--- config.mk ---
export PLATFORM = sky130hd
export DESIGN_NAME = escaped_frame_encoder_fletcher16
export DESIGN_NICKNAME = d
export VERILOG_FILES = /design/src/efe16_pkg.sv /design/src/escaped_frame_encoder_fletcher16.sv /design/src/efe16_front.sv /design/src/efe16_queue.sv /design/src/efe16_back.sv
export SDC_FILE = /design/constraint.sdc
export NUM_CORES = 1
export LEC_CHECK = 0
export BUFFER_PORTS_ARGS = -buffer_cell sky130_fd_sc_hd__buf_2
export CORE_MARGIN = 2
export CORE_UTILIZATION = 62
export CTS_CLUSTER_DIAMETER = 200
export CTS_CLUSTER_SIZE = 40
export DETAILED_ROUTE_END_ITERATION = 8
export GPL_TIMING_DRIVEN = 0
export PLACE_DENSITY = 0.86
export REMOVE_ABC_BUFFERS = 1
export SYNTH_ARGS = -nofsm -noshare
export SYNTH_HDL_FRONTEND = slang
export SYNTH_SLANG_ARGS = --single-unit
--- constraint.sdc ---
create_clock -name i_clk -period 8.4 [get_ports i_clk]
set_clock_uncertainty 0.1 [all_clocks]
set_input_delay 2.52 -clock i_clk [delete_from_list [all_inputs] [get_ports i_clk]]
set_output_delay 2.52 -clock i_clk [all_outputs]
set_load 0.02 [all_outputs]
--- src/efe16_pkg.sv ---
// ----------------------------------------------------------------------------
// efe16_pkg
// Shared types and constants for the escaped frame encoder with Fletcher-16
// trailer.
// ----------------------------------------------------------------------------
package efe16_pkg;

    localparam logic [7:0] MARK_START = 8'hFC;
    localparam logic [7:0] MARK_END   = 8'hFD;
    localparam logic [7:0] MARK_ESC   = 8'hFA;
    localparam logic [7:0] SUM_INIT   = 8'hFF;

    typedef struct packed {
        logic [7:0] body;
        logic       open;
        logic       last;
        logic [7:0] sum_high;
        logic [7:0] sum_low;
    } t_cmd;

    typedef enum logic [2:0] {
        PH_IDLE,
        PH_START,
        PH_BODY,
        PH_CHK_HI,
        PH_CHK_LO,
        PH_END
    } t_phase;

    function automatic logic [7:0] fold255(input logic [7:0] a, input logic [7:0] b);
        logic [8:0] s;
        s = {1'b0, a} + {1'b0, b};
        return s[7:0] + {7'd0, s[8]};
    endfunction

    function automatic logic needs_escape(input logic [7:0] b);
        return (b == MARK_ESC) || (b == MARK_START) || (b == MARK_END);
    endfunction

endpackage

--- src/escaped_frame_encoder_fletcher16.sv ---
// ----------------------------------------------------------------------------
// escaped_frame_encoder_fletcher16
// Byte-stuffed frame encoder with a Fletcher-16 trailer.
// ----------------------------------------------------------------------------
// Slave channel: one message body byte per beat in s_axis_tdata, s_axis_tlast
// on the final body byte. Master channel: one framed byte per beat in
// m_axis_tdata; m_axis_tlast marks the final byte caused by an input beat,
// m_axis_tuser marks the closing 0xFD end marker.
// An input beat produces 1 to 8 output beats: optional 0xFC start marker,
// the body byte (escaped with 0xFA if needed), and after the last byte the
// escaped checksum high and low bytes and the 0xFD end marker.
// The front end takes one beat a cycle while the command queue (QUEUE_DEPTH
// entries) has room; the back end emits one byte a cycle unless the receiver
// stalls, and pops a command with its final output byte, so an input beat
// yields typically 1 to 2 output bytes and up to 8 for a closing beat.
// Reset clears the queue, the open frame and both sums to 0xFF. When the
// receiver stalls the output register holds its beat, the queue fills and
// s_axis_tready drops.
// ----------------------------------------------------------------------------
module escaped_frame_encoder_fletcher16
    import efe16_pkg::*;
#(
    parameter int QUEUE_DEPTH = 4
)
(
    input  logic       i_clk,
    input  logic       i_rst_n,
    input  logic       s_axis_tvalid,
    output logic       s_axis_tready,
    input  logic [7:0] s_axis_tdata,   // [7:0] body_byte
    input  logic       s_axis_tlast,
    output logic       m_axis_tvalid,
    input  logic       m_axis_tready,
    output logic [7:0] m_axis_tdata,   // [7:0] out_byte
    output logic       m_axis_tlast,
    output logic       m_axis_tuser    // [0] frame_end
);

    logic w_push;
    logic w_pop;
    logic w_full;
    logic w_q_valid;
    t_cmd w_cmd_in;
    t_cmd w_cmd_out;

    efe16_front u_front (
        .i_clk   (i_clk),
        .i_rst_n (i_rst_n),
        .i_valid (s_axis_tvalid),
        .i_body  (s_axis_tdata),
        .i_last  (s_axis_tlast),
        .i_full  (w_full),
        .o_ready (s_axis_tready),
        .o_push  (w_push),
        .o_cmd   (w_cmd_in)
    );

    efe16_queue #(
        .DEPTH (QUEUE_DEPTH)
    ) u_queue (
        .i_clk   (i_clk),
        .i_rst_n (i_rst_n),
        .i_push  (w_push),
        .i_cmd   (w_cmd_in),
        .i_pop   (w_pop),
        .o_full  (w_full),
        .o_valid (w_q_valid),
        .o_cmd   (w_cmd_out)
    );

    efe16_back u_back (
        .i_clk    (i_clk),
        .i_rst_n  (i_rst_n),
        .i_valid  (w_q_valid),
        .i_cmd    (w_cmd_out),
        .o_pop    (w_pop),
        .i_tready (m_axis_tready),
        .o_tvalid (m_axis_tvalid),
        .o_byte   (m_axis_tdata),
        .o_last   (m_axis_tlast),
        .o_end    (m_axis_tuser)
    );

endmodule

--- src/efe16_front.sv ---
// ----------------------------------------------------------------------------
// efe16_front
// Accepts body bytes, tracks frame opening and the running Fletcher-16 sums,
// and issues one command per byte to the back end.
// ----------------------------------------------------------------------------
module efe16_front
    import efe16_pkg::*;
(
    input  logic       i_clk,
    input  logic       i_rst_n,
    input  logic       i_valid,
    input  logic [7:0] i_body,
    input  logic       i_last,
    input  logic       i_full,
    output logic       o_ready,
    output logic       o_push,
    output t_cmd       o_cmd
);

    logic       r_in_frame;
    logic [7:0] r_sum_low;
    logic [7:0] r_sum_high;
    logic [7:0] n_sum_low;
    logic [7:0] n_sum_high;

    assign o_ready    = !i_full;
    assign o_push     = i_valid && !i_full;
    assign n_sum_low  = fold255(r_sum_low, i_body);
    assign n_sum_high = fold255(r_sum_high, n_sum_low);

    always_comb begin
        o_cmd.body     = i_body;
        o_cmd.open     = !r_in_frame;
        o_cmd.last     = i_last;
        o_cmd.sum_high = n_sum_high;
        o_cmd.sum_low  = n_sum_low;
    end

    always_ff @(posedge i_clk) begin
        if (!i_rst_n) begin
            r_in_frame <= 1'b0;
            r_sum_low  <= SUM_INIT;
            r_sum_high <= SUM_INIT;
        end else if (o_push) begin
            if (i_last) begin
                r_in_frame <= 1'b0;
                r_sum_low  <= SUM_INIT;
                r_sum_high <= SUM_INIT;
            end else begin
                r_in_frame <= 1'b1;
                r_sum_low  <= n_sum_low;
                r_sum_high <= n_sum_high;
            end
        end
    end

endmodule

--- src/efe16_queue.sv ---
// ----------------------------------------------------------------------------
// efe16_queue
// Small register FIFO of commands between the front and back ends.
// ----------------------------------------------------------------------------
module efe16_queue
    import efe16_pkg::*;
#(
    parameter int DEPTH = 4
)
(
    input  logic i_clk,
    input  logic i_rst_n,
    input  logic i_push,
    input  t_cmd i_cmd,
    input  logic i_pop,
    output logic o_full,
    output logic o_valid,
    output t_cmd o_cmd
);

    localparam int AW = (DEPTH > 1) ? $clog2(DEPTH) : 1;
    localparam int CW = $clog2(DEPTH + 1);
    localparam logic [AW-1:0] LAST_IDX = AW'(DEPTH - 1);
    localparam logic [CW-1:0] FULL_CNT = CW'(DEPTH);

    t_cmd          r_mem [DEPTH];
    logic [AW-1:0] r_wr;
    logic [AW-1:0] r_rd;
    logic [CW-1:0] r_cnt;

    assign o_full  = (r_cnt == FULL_CNT);
    assign o_valid = (r_cnt != '0);
    assign o_cmd   = r_mem[r_rd];

    always_ff @(posedge i_clk) begin
        if (i_push) begin
            r_mem[r_wr] <= i_cmd;
        end
    end

    always_ff @(posedge i_clk) begin
        if (!i_rst_n) begin
            r_wr  <= '0;
            r_rd  <= '0;
            r_cnt <= '0;
        end else begin
            if (i_push) begin
                r_wr <= (r_wr == LAST_IDX) ? '0 : r_wr + 1'b1;
            end
            if (i_pop) begin
                r_rd <= (r_rd == LAST_IDX) ? '0 : r_rd + 1'b1;
            end
            if (i_push && !i_pop) begin
                r_cnt <= r_cnt + 1'b1;
            end else if (i_pop && !i_push) begin
                r_cnt <= r_cnt - 1'b1;
            end
        end
    end

endmodule

--- src/efe16_back.sv ---
// ----------------------------------------------------------------------------
// efe16_back
// Expands a command, one byte a cycle unless stalled, into a registered output
// stage: start marker if open, escaped body, if last escaped checksum and end.
// ----------------------------------------------------------------------------
module efe16_back
    import efe16_pkg::*;
(
    input  logic       i_clk,
    input  logic       i_rst_n,
    input  logic       i_valid,
    input  t_cmd       i_cmd,
    output logic       o_pop,
    input  logic       i_tready,
    output logic       o_tvalid,
    output logic [7:0] o_byte,
    output logic       o_last,
    output logic       o_end
);

    t_phase     r_phase;
    t_phase     n_phase;
    t_phase     w_phase;
    logic       r_esc_sent;
    logic       n_esc_sent;
    logic       r_out_valid;
    logic [7:0] r_out_byte;
    logic       r_out_last;
    logic       r_out_end;
    logic       w_load;
    logic       w_step;
    logic [7:0] w_byte;
    logic       w_esc;
    logic       w_done;
    logic [7:0] w_emit_byte;
    logic       w_emit_end;

    assign w_load = !r_out_valid || i_tready;
    assign w_step = i_valid && w_load;

    // outputs of the sequencer
    always_comb begin
        w_phase = r_phase;
        if (r_phase == PH_IDLE) begin
            w_phase = i_cmd.open ? PH_START : PH_BODY;
        end
        case (w_phase)
            PH_START:  w_byte = MARK_START;
            PH_BODY:   w_byte = i_cmd.body;
            PH_CHK_HI: w_byte = i_cmd.sum_high;
            PH_CHK_LO: w_byte = i_cmd.sum_low;
            PH_END:    w_byte = MARK_END;
            default:   w_byte = MARK_END;
        endcase
        w_esc = (w_phase inside {PH_BODY, PH_CHK_HI, PH_CHK_LO})
                && needs_escape(w_byte) && !r_esc_sent;
        w_done      = !w_esc && ((w_phase == PH_END) || (w_phase == PH_BODY && !i_cmd.last));
        w_emit_byte = w_esc ? MARK_ESC : w_byte;
        w_emit_end  = !w_esc && (w_phase == PH_END);
        o_pop       = w_step && w_done;
    end

    // next state
    always_comb begin
        n_phase    = r_phase;
        n_esc_sent = r_esc_sent;
        if (w_step) begin
            if (w_esc) begin
                n_phase    = w_phase;
                n_esc_sent = 1'b1;
            end else begin
                n_esc_sent = 1'b0;
                case (w_phase)
                    PH_START:  n_phase = PH_BODY;
                    PH_BODY:   n_phase = i_cmd.last ? PH_CHK_HI : PH_IDLE;
                    PH_CHK_HI: n_phase = PH_CHK_LO;
                    PH_CHK_LO: n_phase = PH_END;
                    PH_END:    n_phase = PH_IDLE;
                    default:   n_phase = PH_IDLE;
                endcase
            end
        end
    end

    always_ff @(posedge i_clk) begin
        if (!i_rst_n) begin
            r_phase     <= PH_IDLE;
            r_esc_sent  <= 1'b0;
            r_out_valid <= 1'b0;
        end else begin
            r_phase    <= n_phase;
            r_esc_sent <= n_esc_sent;
            if (w_load) begin
                r_out_valid <= w_step;
            end
        end
    end

    always_ff @(posedge i_clk) begin
        if (w_step) begin
            r_out_byte <= w_emit_byte;
            r_out_last <= w_done;
            r_out_end  <= w_emit_end;
        end
    end

    assign o_tvalid = r_out_valid;
    assign o_byte   = r_out_byte;
    assign o_last   = r_out_last;
    assign o_end    = r_out_end;

endmodule

==> results.toml <==
[detailed_routing]
vias_per_cell = 6.53
drt_pass1_iterations = 5
drtIter0Drc = 401
route.detailed.drc = 0
wl_per_cell_um = 22.4
postRouteWirelength_um = 14600
ant_nets = 0
vias = 4252

[run_status]
status = "finished clean"

[timing]
setup_viol = 0
clock.fmax_mhz = 134
fin_crit_sh_pct = 88.6
worstMarginPinSlew_ps = 1360
hold_viol = 0
slew_headroom_pct = 9.65
rsz0062_at_grt = "no"
fin_setup_tns_ps = 0
maxSlewViolCount = 0
finalCriticalPeriod_ps = 7440

[placement]
placed_cells = 618
gp_congestion = 0.851
hpwl_um = 9370
placement.io_buffers = 24

[setup_path]
critPathMostFrequentCell = "ha_1"
r2r_slack_ps = 2760
critPathSlowestCell = "xnor2_1"
critPathKind = "in -> reg"
worstSetupPathDepth = 27
crit_path_start_kind = "input port"
cp-end-kind = "flip-flop"
required_ps = 8780
cpLargestDelayFamily = "adder cells"
r2r_cells = 26
worst-path-buf-inv = 2
cp_slowest_stage_delay_ps = 650
critPathArrivalTime_ps = 7820
crit_path_max_fanout = 6

[cts]
insertion_delay_ps = 540
cts.clk_slew.worst_paths_ps = 70
cts_tree = "built"
htreeDepth = 4
cts_resized = 0
clock_path_buffers = 2
hold_buffers = 0
cts_setup_buffers = 0
cts-root-buf = "clkbuf_8"
clkSinkCount = 145
cts_buffers = 17

[grt]
grt_pass1_vias = 4239
antenna_found_initial = 0
grt_pass1_wl_um = 22500
overflow = 0
grt_max_degree = 36
grt_use_total_pct = 26.6

[layout]
area_delta_synth_final_pct = 12.5
antennaDiodeCount = 0
nets = 544
drive_gt1_share_pct = 17.3
fin_cells = 651

[power_and_ir_drop]
p_int_uw = 1850
power_per_cell_area_nw_per_um2 = 376
leakagePower_uw = 0.00269
p_comb_share_pct = 35.1
ir_drop_v = 0.000212
p_sw_share_pct = 34.8
p_sw_uw = 987
seqPwrFrac_pct = 38.8
p_clk_share_pct = 26.2

[die]
core-area_um2 = 10400
row_count = 37
start_util_pct = 64.3
die_area_um2 = 11700
die_w_um = 108
ios = 25
die-height_um = 108

[synthesis]
yosysTopAreaCellShare_pct = 51.1
synth_ff_type = "edfxtp_1"
synth_commonest_cells = "edfxtp_1 (114), nand2_1 (35), dfxtp_1 (31)"
yosys_warnings = 0
yosys-top-cells-area = "edfxtp_1 (51%), dfxtp_1 (9.3%), ha_1 (4.9%), mux4_2 (4.4%), mux4_1 (3.5%)"
synth_cell_types = 64
syn_area_um2 = 6700
yosysMostFrequentCell = "edfxtp_1"
ys_seq_area_share_pct = 60.4
avgSynthCellArea_um2 = 14.1
syn_inst = 474
ys_ff_latch = 145
async_reset_ff_share_pct = 0
synth_edf_count = 114
yosysTopAreaCell = "edfxtp_1"

[run]
drv_cap = 0

[hold_path]
hold-path-cell-count = 2
hold_path_class = "reg -> reg"
-- flip-flops by register name (all words and copies together), names as in the netlist, named ones only --
name	count
u_back.r_phase	3
u_queue.r_cnt	3
u_back.o_last	1
u_front.r_sum_low	8
u_back.o_byte	8
u_back.r_esc_sent	1
u_front.r_in_frame	1
u_queue.r_mem	104
u_back.o_end	1
u_front.r_sum_high	8
u_queue.r_rd	2
u_queue.r_wr	2
u_back.o_tvalid	1
-- final timing paths --
| path | from | end |
|---|---|---|
| setup / recovery | s_axis_tdata[0] | u_front.r_sum_high[6]$_SDFFE_PN1P_ |
| hold / removal | u_front.r_in_frame$_SDFFE_PN0P_ | u_front.r_in_frame$_SDFFE_PN0P_ |
| setup reg to reg | u_front.r_sum_low[0]$_SDFFE_PN1P_ | u_front.r_sum_high[6]$_SDFFE_PN1P_ |
| hold reg to reg | u_front.r_in_frame$_SDFFE_PN0P_ | u_front.r_in_frame$_SDFFE_PN0P_ |
-- final cells by class --
class                           instances  area (um^2)
Sequential cell                       145         4050
Fill cell                             638         2880
Multi-Input combinational cell        289         2480
Clock buffer                           20          478
Tap cell                              136          170
Timing Repair Buffer                   26          168
Clock inverter                         12          114
Inverter                               23         86.3
-- kinds of logic after synthesis --
| group | after synthesis | share of synthesized area (%) |
|---|---|---|
| and+or+nand+nor | 113 | 8.50 |
| adders and majority gates | 29 | 5.75 |
| xor gates and xnor gates | 17 | 2.45 |
| muxes | 35 | 10.3 |
| AOI/OAI and AO/OA | 95 | 9.94 |
| buffers and inverters | 40 | 2.73 |
| DFF | 145 | 60.4 |
-- through the flow --
step	power, uW	hold WS, ps	setup WS, ps	utilization, %	area (um^2)
after floorplan	1780	343	1690	-	6600
after global placement	1980	355	834	66.2	6890
after detailed placement	2060	374	581	66.4	6920
after CTS	2810	385	1080	72.1	7510
after global routing	2960	398	501	72.4	7540
final	2830	381	961	72.4	7540
-- power groups by stage --
stage | Sequential [uW] | Combinational [uW] | Clock, uW
CTS | 1100 | 967 | 743
detailed placement | 1110 | 954 | 0
finish | 1100 | 993 | 742
global placement | 1120 | 860 | 0
global route | 1110 | 1080 | 769
floorplan | 1140 | 645 | 0
-- worst register-to-register path: stages (launching register included) --
cell and delay (ps):
dfxtp_1 340, ha_1 190, inv_1 60, fa_1 400, nor2b_1 180, o31a_1 220, o31a_1 170, o21ai_0 80
nand2b_1 110, ha_1 170, ha_1 170, and2_1 160, nand2_1 70, xnor2_1 650, ha_1 430, nand2_1 120
o211ai_1 110, a21oi_1 240, o21bai_1 80, a21o_1 210, ha_1 210, ha_1 190, and2_1 170, nand4_1 150
xor2_1 360, o22ai_1 150, nand2_1 90
-- cell usage in the layout (no fill, tap or decap), types with 9 or more instances in the layout --
cell type,Yosys,final
ha_1,26,26
clkbuf_16,0,18
a21oi_1,13,12
nand2_1,35,35
mux4_2,13,13
o22ai_1,11,11
nor2_1,24,24
dfxtp_1,31,30
buf_2,4,24
edfxtp_1,114,114
inv_1,22,22
mux4_1,9,9
o21ai_0,16,16
-- routing by layer --
metal	up-vias	routed length, um	share of wire (%)	track usage [%]
li1	1880	-	-	-
met4	0	350	2.4	10.4
met5	-	0	0	0
met3	39	970	6.7	5.55
met1	2134	5730	39	34.9
met2	199	7530	52	44.0
Note: power is estimated with default switching activity, not from simulation.
